[src/hdl/crt2_pkg.sv]
// ----------------------------------------------------------------------------
// crt2_pkg
// beat types and fixed field widths for the two-congruence merge core
// ----------------------------------------------------------------------------
package crt2_pkg;

    localparam int FIELD_W = 32;
    localparam int RESULT_W = 64;

    typedef struct packed {
        logic [FIELD_W-1:0] res_a;
        logic [FIELD_W-1:0] mod_n;
        logic [FIELD_W-1:0] res_b;
        logic [FIELD_W-1:0] mod_m;
    } req_beat_t;

    typedef struct packed {
        logic                solvable;
        logic [RESULT_W-1:0] solution;
        logic [RESULT_W-1:0] combined_modulus;
    } rsp_beat_t;

endpackage

[src/hdl/crt2_req_if.sv]
// ----------------------------------------------------------------------------
// crt2_req_if
// request channel: two congruences per beat
// ----------------------------------------------------------------------------
interface crt2_req_if;
    logic                 valid;
    logic                 ready;
    crt2_pkg::req_beat_t  data;

    modport source (output valid, output data, input ready);
    modport sink (input valid, input data, output ready);
endinterface

[src/hdl/crt2_rsp_if.sv]
// ----------------------------------------------------------------------------
// crt2_rsp_if
// response channel: merged congruence per beat
// ----------------------------------------------------------------------------
interface crt2_rsp_if;
    logic                 valid;
    logic                 ready;
    crt2_pkg::rsp_beat_t  data;

    modport source (output valid, output data, input ready);
    modport sink (input valid, input data, output ready);
endinterface

[src/hdl/crt_two_congruence_merge_core.sv]
// ----------------------------------------------------------------------------
// crt_two_congruence_merge_core
// merges x = res_a mod mod_n and x = res_b mod mod_m into x mod lcm
// ----------------------------------------------------------------------------
// req carries one beat of two congruences; rsp returns one beat per request
// with solvable, the smallest non-negative solution and lcm(mod_n, mod_m),
// both zero when the pair is inconsistent or a modulus is zero.
// inputs are reduced to their low MOD_WIDTH bits.
// one request is worked at a time: req.ready is high only while idle.
// a shared restoring divider runs the residue reductions, every extended
// euclid step and the final reductions; a shift-add multiplier forms the
// three products. a zero modulus skips both units and goes straight to the
// final state.
// the result sits in an output register; the next request is taken as soon
// as it is loaded, and a stalled rsp holds the core in its final state.
// reset empties the output register and returns the sequencer to idle.
// ----------------------------------------------------------------------------
module crt_two_congruence_merge_core #(
    parameter int MOD_WIDTH = 32
) (
    input  logic       clk,
    input  logic       rst_n,
    crt2_req_if.sink   req,
    crt2_rsp_if.source rsp
);

    localparam int W = MOD_WIDTH;

    typedef enum logic [3:0] {
        S_IDLE,
        S_AR,
        S_BR,
        S_BRN,
        S_EUC,
        S_DG,
        S_NG,
        S_INV,
        S_MUL1,
        S_T,
        S_MUL2,
        S_MUL3,
        S_FIN
    } state_t;

    state_t              state_reg;
    logic                wait_reg;
    logic                solv_reg;
    logic                out_valid_reg;
    crt2_pkg::rsp_beat_t out_reg;

    logic [W-1:0]        a_reg, n_reg, b_reg, m_reg;
    logic [W-1:0]        ar_reg, br_reg, diff_reg;
    logic [W-1:0]        r0_reg, r1_reg;
    logic signed [W+1:0] s0_reg, s1_reg;
    logic [W-1:0]        dq_reg, ng_reg, inv_reg, t_reg;
    logic [2*W-1:0]      p_reg, x_reg, l_reg;

    logic [W-1:0]        a_in, n_in, b_in, m_in;
    logic                is_div, is_mul, div_start, mul_start;
    logic [2*W-1:0]      div_dvd;
    logic [W-1:0]        div_dvs;
    logic signed [W+1:0] div_coef;
    logic [W-1:0]        mul_a, mul_b;
    logic signed [W+1:0] sadj;
    logic [W:0]          diff_sum;

    logic                div_busy, div_done, mul_busy, mul_done;
    logic [2*W-1:0]      div_quo, mul_prod;
    logic [W-1:0]        div_rem;
    logic signed [W+1:0] div_acc;

    assign a_in = req.data.res_a[W-1:0];
    assign n_in = req.data.mod_n[W-1:0];
    assign b_in = req.data.res_b[W-1:0];
    assign m_in = req.data.mod_m[W-1:0];

    always_comb
    begin
        sadj     = s0_reg[W+1] ? s0_reg + {2'b00, n_reg} : s0_reg;
        diff_sum = (ar_reg >= div_rem) ? {1'b0, ar_reg} - {1'b0, div_rem}
                                       : {1'b0, ar_reg} + {1'b0, n_reg} - {1'b0, div_rem};
        is_div   = 1'b0;
        is_mul   = 1'b0;
        div_dvd  = '0;
        div_dvs  = n_reg;
        div_coef = '0;
        mul_a    = m_reg;
        mul_b    = ng_reg;
        case (state_reg)
            S_AR:
            begin
                is_div  = 1'b1;
                div_dvd = {{W{1'b0}}, a_reg};
            end
            S_BR:
            begin
                is_div  = 1'b1;
                div_dvd = {{W{1'b0}}, b_reg};
                div_dvs = m_reg;
            end
            S_BRN:
            begin
                is_div  = 1'b1;
                div_dvd = {{W{1'b0}}, br_reg};
            end
            S_EUC:
            begin
                is_div   = r1_reg != '0;
                div_dvd  = {{W{1'b0}}, r0_reg};
                div_dvs  = r1_reg;
                div_coef = s1_reg;
            end
            S_DG:
            begin
                is_div  = 1'b1;
                div_dvd = {{W{1'b0}}, diff_reg};
                div_dvs = r0_reg;
            end
            S_NG:
            begin
                is_div  = 1'b1;
                div_dvd = {{W{1'b0}}, n_reg};
                div_dvs = r0_reg;
            end
            S_INV:
            begin
                is_div  = 1'b1;
                div_dvd = {{(W-1){1'b0}}, sadj[W:0]};
                div_dvs = ng_reg;
            end
            S_T:
            begin
                is_div  = 1'b1;
                div_dvd = p_reg;
                div_dvs = ng_reg;
            end
            S_MUL1:
            begin
                is_mul = 1'b1;
                mul_a  = dq_reg;
                mul_b  = inv_reg;
            end
            S_MUL2:
            begin
                is_mul = 1'b1;
                mul_b  = t_reg;
            end
            S_MUL3:
            begin
                is_mul = 1'b1;
            end
            default:
            begin
                is_div = 1'b0;
            end
        endcase
        div_start = is_div && !wait_reg;
        mul_start = is_mul && !wait_reg;
    end

    crt2_div #(.W(W)) u_div (
        .clk      (clk),
        .rst_n    (rst_n),
        .start    (div_start),
        .dividend (div_dvd),
        .divisor  (div_dvs),
        .coef     (div_coef),
        .busy     (div_busy),
        .done     (div_done),
        .quo      (div_quo),
        .rem      (div_rem),
        .acc      (div_acc)
    );

    crt2_mul #(.W(W)) u_mul (
        .clk   (clk),
        .rst_n (rst_n),
        .start (mul_start),
        .op_a  (mul_a),
        .op_b  (mul_b),
        .busy  (mul_busy),
        .done  (mul_done),
        .prod  (mul_prod)
    );

    always_ff @(posedge clk or negedge rst_n)
    begin
        if (!rst_n)
        begin
            state_reg     <= S_IDLE;
            wait_reg      <= 1'b0;
            solv_reg      <= 1'b0;
            out_valid_reg <= 1'b0;
        end
        else
        begin
            if (rsp.ready && state_reg != S_FIN)
            begin
                out_valid_reg <= 1'b0;
            end
            if (div_start || mul_start)
            begin
                wait_reg <= 1'b1;
            end
            case (state_reg)
                S_IDLE:
                begin
                    if (req.valid)
                    begin
                        a_reg <= a_in;
                        n_reg <= n_in;
                        b_reg <= b_in;
                        m_reg <= m_in;
                        x_reg <= '0;
                        l_reg <= '0;
                        if (n_in == '0 || m_in == '0)
                        begin
                            solv_reg  <= 1'b0;
                            state_reg <= S_FIN;
                        end
                        else
                        begin
                            solv_reg  <= 1'b1;
                            state_reg <= S_AR;
                        end
                    end
                end
                S_AR:
                begin
                    if (div_done)
                    begin
                        ar_reg    <= div_rem;
                        wait_reg  <= 1'b0;
                        state_reg <= S_BR;
                    end
                end
                S_BR:
                begin
                    if (div_done)
                    begin
                        br_reg    <= div_rem;
                        wait_reg  <= 1'b0;
                        state_reg <= S_BRN;
                    end
                end
                S_BRN:
                begin
                    if (div_done)
                    begin
                        diff_reg  <= diff_sum[W-1:0];
                        r0_reg    <= n_reg;
                        r1_reg    <= m_reg;
                        s0_reg    <= '0;
                        s1_reg    <= (W+2)'(1);
                        wait_reg  <= 1'b0;
                        state_reg <= S_EUC;
                    end
                end
                S_EUC:
                begin
                    if (r1_reg == '0)
                    begin
                        state_reg <= S_DG;
                    end
                    else if (div_done)
                    begin
                        r0_reg   <= r1_reg;
                        r1_reg   <= div_rem;
                        s0_reg   <= s1_reg;
                        s1_reg   <= s0_reg - div_acc;
                        wait_reg <= 1'b0;
                    end
                end
                S_DG:
                begin
                    if (div_done)
                    begin
                        dq_reg   <= div_quo[W-1:0];
                        wait_reg <= 1'b0;
                        if (div_rem != '0)
                        begin
                            solv_reg  <= 1'b0;
                            state_reg <= S_FIN;
                        end
                        else
                        begin
                            state_reg <= S_NG;
                        end
                    end
                end
                S_NG:
                begin
                    if (div_done)
                    begin
                        ng_reg    <= div_quo[W-1:0];
                        wait_reg  <= 1'b0;
                        state_reg <= S_INV;
                    end
                end
                S_INV:
                begin
                    if (div_done)
                    begin
                        inv_reg   <= div_rem;
                        wait_reg  <= 1'b0;
                        state_reg <= S_MUL1;
                    end
                end
                S_MUL1:
                begin
                    if (mul_done)
                    begin
                        p_reg     <= mul_prod;
                        wait_reg  <= 1'b0;
                        state_reg <= S_T;
                    end
                end
                S_T:
                begin
                    if (div_done)
                    begin
                        t_reg     <= div_rem;
                        wait_reg  <= 1'b0;
                        state_reg <= S_MUL2;
                    end
                end
                S_MUL2:
                begin
                    if (mul_done)
                    begin
                        x_reg     <= mul_prod + {{W{1'b0}}, br_reg};
                        wait_reg  <= 1'b0;
                        state_reg <= S_MUL3;
                    end
                end
                S_MUL3:
                begin
                    if (mul_done)
                    begin
                        l_reg     <= mul_prod;
                        wait_reg  <= 1'b0;
                        state_reg <= S_FIN;
                    end
                end
                S_FIN:
                begin
                    if (!out_valid_reg || rsp.ready)
                    begin
                        out_valid_reg            <= 1'b1;
                        out_reg.solvable         <= solv_reg;
                        out_reg.solution         <= solv_reg ? crt2_pkg::RESULT_W'(x_reg) : '0;
                        out_reg.combined_modulus <= solv_reg ? crt2_pkg::RESULT_W'(l_reg) : '0;
                        state_reg                <= S_IDLE;
                    end
                end
                default:
                begin
                    state_reg <= S_IDLE;
                end
            endcase
        end
    end

    assign req.ready = state_reg == S_IDLE;
    assign rsp.valid = out_valid_reg;
    assign rsp.data  = out_reg;

    a_sol_below_lcm: assert property (@(posedge clk) disable iff (!rst_n)
        rsp.valid && rsp.data.solvable |->
            rsp.data.solution < rsp.data.combined_modulus)
        else $error("solution not below combined modulus");

    a_unsolvable_zero: assert property (@(posedge clk) disable iff (!rst_n)
        rsp.valid && !rsp.data.solvable |->
            rsp.data.solution == '0 && rsp.data.combined_modulus == '0)
        else $error("unsolvable beat carries nonzero fields");

    a_one_unit: assert property (@(posedge clk) disable iff (!rst_n)
        !(div_busy && mul_busy))
        else $error("divider and multiplier running together");

    a_euclid_shrinks: assert property (@(posedge clk) disable iff (!rst_n)
        state_reg == S_EUC && div_done |=> r1_reg < r0_reg)
        else $error("euclid remainder did not shrink");

endmodule

[src/hdl/crt2_div.sv]
// ----------------------------------------------------------------------------
// crt2_div
// restoring divider, one quotient bit per cycle, 2W-bit dividend by W-bit
// divisor; also accumulates quotient * coef (horner form) for extended euclid
// ----------------------------------------------------------------------------
module crt2_div #(
    parameter int W = 32
) (
    input  logic                clk,
    input  logic                rst_n,
    input  logic                start,
    input  logic [2*W-1:0]      dividend,
    input  logic [W-1:0]        divisor,
    input  logic signed [W+1:0] coef,
    output logic                busy,
    output logic                done,
    output logic [2*W-1:0]      quo,
    output logic [W-1:0]        rem,
    output logic signed [W+1:0] acc
);

    localparam int CW = $clog2(2 * W);
    localparam logic [CW-1:0] LAST = CW'(2 * W - 1);

    logic                run_reg;
    logic                done_reg;
    logic [CW-1:0]       cnt_reg;
    logic [2*W-1:0]      num_reg;
    logic [W-1:0]        rem_reg;
    logic [W-1:0]        divisor_reg;
    logic signed [W+1:0] coef_reg;
    logic signed [W+1:0] acc_reg;

    logic [W:0]          trial;
    logic                ge;
    logic [W-1:0]        rem_next;
    logic signed [W+1:0] acc_next;

    always_comb
    begin
        trial    = {rem_reg, num_reg[2*W-1]};
        ge       = trial >= {1'b0, divisor_reg};
        rem_next = ge ? W'(trial - {1'b0, divisor_reg}) : trial[W-1:0];
        acc_next = {acc_reg[W:0], 1'b0} + (ge ? coef_reg : '0);
    end

    always_ff @(posedge clk or negedge rst_n)
    begin
        if (!rst_n)
        begin
            run_reg  <= 1'b0;
            done_reg <= 1'b0;
            cnt_reg  <= '0;
        end
        else
        begin
            done_reg <= 1'b0;
            if (start)
            begin
                run_reg <= 1'b1;
                cnt_reg <= '0;
            end
            else if (run_reg)
            begin
                cnt_reg <= cnt_reg + 1'b1;
                if (cnt_reg == LAST)
                begin
                    run_reg  <= 1'b0;
                    done_reg <= 1'b1;
                end
            end
        end
    end

    always_ff @(posedge clk)
    begin
        if (start)
        begin
            num_reg     <= dividend;
            rem_reg     <= '0;
            divisor_reg <= divisor;
            coef_reg    <= coef;
            acc_reg     <= '0;
        end
        else if (run_reg)
        begin
            num_reg <= {num_reg[2*W-2:0], ge};
            rem_reg <= rem_next;
            acc_reg <= acc_next;
        end
    end

    assign busy = run_reg;
    assign done = done_reg;
    assign quo  = num_reg;
    assign rem  = rem_reg;
    assign acc  = acc_reg;

endmodule

[src/hdl/crt2_mul.sv]
// ----------------------------------------------------------------------------
// crt2_mul
// shift-add multiplier, one multiplier bit per cycle, W x W to 2W bits
// ----------------------------------------------------------------------------
module crt2_mul #(
    parameter int W = 32
) (
    input  logic           clk,
    input  logic           rst_n,
    input  logic           start,
    input  logic [W-1:0]   op_a,
    input  logic [W-1:0]   op_b,
    output logic           busy,
    output logic           done,
    output logic [2*W-1:0] prod
);

    localparam int CW = $clog2(W);
    localparam logic [CW-1:0] LAST = CW'(W - 1);

    logic           run_reg;
    logic           done_reg;
    logic [CW-1:0]  cnt_reg;
    logic [2*W-1:0] mcand_reg;
    logic [W-1:0]   mplier_reg;
    logic [2*W-1:0] prod_reg;

    always_ff @(posedge clk or negedge rst_n)
    begin
        if (!rst_n)
        begin
            run_reg  <= 1'b0;
            done_reg <= 1'b0;
            cnt_reg  <= '0;
        end
        else
        begin
            done_reg <= 1'b0;
            if (start)
            begin
                run_reg <= 1'b1;
                cnt_reg <= '0;
            end
            else if (run_reg)
            begin
                cnt_reg <= cnt_reg + 1'b1;
                if (cnt_reg == LAST)
                begin
                    run_reg  <= 1'b0;
                    done_reg <= 1'b1;
                end
            end
        end
    end

    always_ff @(posedge clk)
    begin
        if (start)
        begin
            mcand_reg  <= {{W{1'b0}}, op_a};
            mplier_reg <= op_b;
            prod_reg   <= '0;
        end
        else if (run_reg)
        begin
            if (mplier_reg[0])
            begin
                prod_reg <= prod_reg + mcand_reg;
            end
            mcand_reg  <= {mcand_reg[2*W-2:0], 1'b0};
            mplier_reg <= {1'b0, mplier_reg[W-1:1]};
        end
    end

    assign busy = run_reg;
    assign done = done_reg;
    assign prod = prod_reg;

endmodule

[src/flat_wrapper.sv]
// flat-port wrapper written by rule: the top's interface ports become plain ports
module crt_two_congruence_merge_core_flat 
#(
    parameter int MOD_WIDTH = 32
)
  (clk, rst_n, req_valid, req_data, req_ready, rsp_valid, rsp_data, rsp_ready);
  crt2_req_if req_i ();
  crt2_rsp_if rsp_i ();
  input  logic clk;
  input  logic rst_n;
  input wire logic [$bits(req_i.valid)-1:0] req_valid;
  input wire logic [$bits(req_i.data)-1:0] req_data;
  output wire logic [$bits(req_i.ready)-1:0] req_ready;
  output wire logic [$bits(rsp_i.valid)-1:0] rsp_valid;
  output wire logic [$bits(rsp_i.data)-1:0] rsp_data;
  input wire logic [$bits(rsp_i.ready)-1:0] rsp_ready;
  assign req_i.valid = req_valid;
  assign req_i.data = req_data;
  assign req_ready = req_i.ready;
  assign rsp_valid = rsp_i.valid;
  assign rsp_data = rsp_i.data;
  assign rsp_i.ready = rsp_ready;
  crt_two_congruence_merge_core #(.MOD_WIDTH(MOD_WIDTH)) u_core (.clk(clk), .rst_n(rst_n), .req(req_i), .rsp(rsp_i));
endmodule
[config.mk]
export PLATFORM = sky130hd
export DESIGN_NAME = crt_two_congruence_merge_core_flat
export DESIGN_NICKNAME = d
export VERILOG_FILES = /design/src/hdl/crt2_pkg.sv /design/src/hdl/crt2_req_if.sv /design/src/hdl/crt2_rsp_if.sv /design/src/hdl/crt_two_congruence_merge_core.sv /design/src/hdl/crt2_div.sv /design/src/hdl/crt2_mul.sv /design/src/flat_wrapper.sv
export SDC_FILE = /design/constraint.sdc
export NUM_CORES = 2
export LEC_CHECK = 0
export BUFFER_PORTS_ARGS = -buffer_cell sky130_fd_sc_hd__buf_2
export CORE_MARGIN = 1.5
export CORE_UTILIZATION = 50
export DETAILED_ROUTE_END_ITERATION = 7
export PLACE_DENSITY_LB_ADDON = 0.3
export SLEW_MARGIN = 20
export SYNTH_ARGS = -nofsm -noshare
export SYNTH_HDL_FRONTEND = slang
export SYNTH_SLANG_ARGS = --single-unit
[constraint.sdc]
create_clock -name clk -period 20 [get_ports clk]
set_clock_uncertainty 0.2 [all_clocks]
set_input_delay 2 -clock clk [delete_from_list [all_inputs] [get_ports clk]]
set_output_delay 2 -clock clk [all_outputs]
set_load 0.05 [all_outputs]
==> impl_metrics.env <==
export IMPL_root_buffer="clkbuf_16"
export IMPL_synth_cells=5611
export IMPL_die_y_microns=353
export IMPL_min_delay_path_depth=0
export IMPL_io_buffers=262
export IMPL_vias=46592
export IMPL_switching_power_mw=1.07
export IMPL_grt_overflow_total=0
export IMPL_slowest_stage="nand3_2"
export IMPL_p_int_mw=4.06
export IMPL_ys_seq_area_share_pct=55.1
export IMPL_ys_ff_latch=1183
export IMPL_outcome="complete, but fails checks"
export IMPL_hold_buffers=0
export IMPL_fmax_mhz=125
export IMPL_finalSetupTns_ps=0
export IMPL_worstMarginPinSlew_ps=1220
export IMPL_dieArea_sq_mm=0.125
export IMPL_place_area_sq_mm=0.0645
export IMPL_routed_via_density=6.16
export IMPL_die_x_microns=353
export IMPL_antenna_found_initial=20
export IMPL_reg2reg_depth=22
export IMPL_multi_input_area_sq_mm=0.0257
export IMPL_place_congestion=0.961
export IMPL_synth_area_top_cells="edfxtp_1 49%, ha_1 5.9%, dfxtp_1 5.3%"
export IMPL_critPathKind="reg2reg"
export IMPL_finalCriticalPeriod_ps=7980
export IMPL_synth_edff_count=999
export IMPL_syn_num_nets=6072
export IMPL_synth_distinct_cells=90
export IMPL_synth_async_sr_flop_share_pct=1.86
export IMPL_initial_core_util_pct=50.4
export IMPL_clk_pin_slew_worst_paths_ps=60
export IMPL_cts_buffer_depth=3
export IMPL_slew_viol_final=0
export IMPL_num_rows=128
export IMPL_cap_viol_max_count=0
export IMPL_postSynthAreaPerCell_sq_um=10.9
export IMPL_hp_start="u_core.u_div.quo[12]$_DFFE_PP_"
export IMPL_dp_hpwl_microns=139000
export IMPL_final_common_cell="edfxtp_1"
export IMPL_worst_ep_required_time_ps=20450
export IMPL_drtAntennaViolNets=0
export IMPL_drc=9
export IMPL_grt_pass1_vias=43450
export IMPL_largest_reg_flops=129
export IMPL_wl_per_cell_microns=25.6
export IMPL_drt_initial_drc_count=6047
export IMPL_area_growth_pct=12.2
export IMPL_cts_setup_buffers=0
export IMPL_power_density_mw_per_mm2=74.5
export IMPL_fill_cells=10393
export IMPL_reg2reg_from="u_core.u_div.rem[11]$_SDFFE_PP0P_"
export IMPL_htreeDepth=4
export IMPL_r2r_end="u_core.u_div.acc[32]$_SDFFE_PP0P_"
export IMPL_violations="design-rule violations"
export IMPL_cts_tree="built"
export IMPL_post_cts_resized=0
export IMPL_p_total_mw=5.12
export IMPL_synth_main_ff_cell="edfxtp_1"
export IMPL_fin_util_pct=56.5
export IMPL_grt_usage_pct=30.3
export IMPL_grt_pass1_wl_microns=282000
export IMPL_period_share_pct=39.9
export IMPL_cts_inserted_buffers=132
export IMPL_nets=6288
export IMPL_critical_path_arrival_ps=8430
export IMPL_synth_top_area_share_pct=48.9
export IMPL_setup_viol=0
export IMPL_slew_headroom_pct=18.2
export IMPL_end_kind="register"
export IMPL_slowest_delay_ps=840
export IMPL_crit_chain="ha_1 > a21o_1 > o21bai_1 > a2111oi_0 > o311a_1 > nand4b_1 > a31o_2 > o21ai_2 > nand3_2 > and2_1 > ha_1 > a21o_1 > a221o_1 > nor4_1 > o21ai_0 > a2111oi_1 > or3_1 > a31oi_1 > a311oi_1 > xnor2_1 > mux2i_1 > nor2_1"
export IMPL_comb_power_share_pct=0.4
export IMPL_seqPwrFrac_pct=51.5
export IMPL_seq_area_sq_mm=0.0338
export IMPL_p_sw_share_pct=20.8
export IMPL_cp_max_fo=42
export IMPL_cts_sinks=1183
export IMPL_final_cell_mix="999 x edfxtp_1, 554 x nand2_1, 408 x nor2_1"
export IMPL_grt_max_degree=121
export IMPL_coreArea_sq_mm=0.122
export IMPL_min_to="u_core.ng_reg[12]$_DFFE_PP_"
export IMPL_dr_pass1_iters=8
export IMPL_startpoint_type="register"
export IMPL_ios=263
export IMPL_cellLeakagePower_nw=26.8
export IMPL_hold_path_class="reg2reg"
export IMPL_pwr_share_clk_pct=48.1
export IMPL_yosysTopAreaCell="edfxtp_1"
export IMPL_ir_worst_vdd_mv=0.0903
export IMPL_ys_warn_count=0
export IMPL_r2r_slack_ps=12020
export IMPL_routed_wl_microns=194000
export IMPL_final_area_sq_mm=0.0688
export IMPL_hold_viol=0
export IMPL_netlist_area_sq_mm=0.0613
export IMPL_drive_above_1_share_pct=10.5
export IMPL_rsz0062_at_grt="no"
export IMPL_insertion_delay_ps=790
==> synthesized netlist by cell type, types with 38 or more instances <==
library cell and count:
a222oi_1 61, inv_1 305, nor2_1 424, nand4_1 47, nand2_1 560, xnor2_1 145
nor2b_1 41, o21a_1 46, fa_1 38, a31oi_1 127, o21ai_0 356, a21o_1 143
nand3_1 96, and2_1 231, a22oi_1 65, nand2b_1 46, clkbuf_1 217, xor2_1 110
and3_1 69, mux2i_1 113, nor4_1 39, edfxtp_1 999, ha_1 291, dfxtp_1 162
o21bai_1 39, a21oi_1 348, nor3_1 72
==> final cells by class <==
| cell class | instances | share of cell area (%) |
|---|---|---|
| well taps | 1625 | 2.95 |
| inverters | 306 | 1.67 |
| clock buffers | 157 | 5.04 |
| clock inverters | 83 | 1.29 |
| diodes | 4 | 0.0145 |
| repair buffers | 329 | 2.64 |
| multi-input cells | 3875 | 37.3 |
| flip-flops and latches | 1183 | 49.1 |
==> how the worst max path moves through the flow <==
stage | from | slack, ps | end
after global placement | u_core.u_div.rem[11]$_SDFFE_PP0P_ | 12050 | u_core.u_div.acc[32]$_SDFFE_PP0P_
after CTS | u_core.u_div.rem[11]$_SDFFE_PP0P_ | 12180 | u_core.u_div.acc[32]$_SDFFE_PP0P_
final | u_core.u_div.rem[11]$_SDFFE_PP0P_ | 12020 | u_core.u_div.acc[32]$_SDFFE_PP0P_
after global routing | u_core.u_div.rem[11]$_SDFFE_PP0P_ | 11720 | u_core.u_div.acc[32]$_SDFFE_PP0P_
after floorplan | rsp_ready | 8150 | u_core.rsp.data[0]$_SDFFCE_PN0P_
after detailed placement | u_core.u_div.rem[11]$_SDFFE_PP0P_ | 12210 | u_core.u_div.acc[32]$_SDFFE_PP0P_
==> per-stage QoR <==
step	std cells	setup slack (ps)	hold slack, ps
after floorplan	5611	8150	232
after global placement	7318	12050	261
after detailed placement	7318	12210	262
after CTS	7558	12180	276
after global routing	7558	11720	287
final	7562	12020	269
==> critical path, delay by kind of cell, from the launching register on <==
family / cells / cell delay, ps
XOR/XNOR: 1 / 100
multiplexers: 1 / 130
AND/OR/NAND/NOR: 6 / 2080
adder cells (fa/ha/maj): 2 / 730
flip-flops: 1 / 540
AO/OA/AOI/OAI: 12 / 3960
==> power groups by stage <==
| stage | combinational (mW) | clock [mW] | sequential (mW) |
|---|---|---|---|
| 2_1_floorplan | 0.000720 | 0 | 2.69 |
| 3_3_place_gp | 0.0213 | 0 | 2.69 |
| 3_5_place_dp | 0.0215 | 0 | 2.69 |
| 4_1_cts | 0.0217 | 2.49 | 2.64 |
| 5_1_grt | 0.0230 | 2.57 | 2.64 |
| 6_report | 0.0218 | 2.46 | 2.64 |
==> metal layers <==
layer | track usage [%] | wire [microns] | vias up
met5 | 0 | 97 | -
met4 | 10.2 | 6480 | 16
met3 | 8.71 | 23300 | 362
met2 | 45.7 | 84500 | 2480
met1 | 42.1 | 79400 | 22585
li1 | - | - | 21149
==> cell families after synthesis <==
group | Yosys count | share of synthesized area [%]
simple gates | 1718 | 13.3
fa+ha+maj | 329 | 7.18
xor+xnor | 255 | 3.64
compound gates | 1457 | 15.4
mux | 116 | 1.90
buf+inv | 553 | 3.40
flops | 1183 | 55.1
Power figures use the tool's default switching activity.
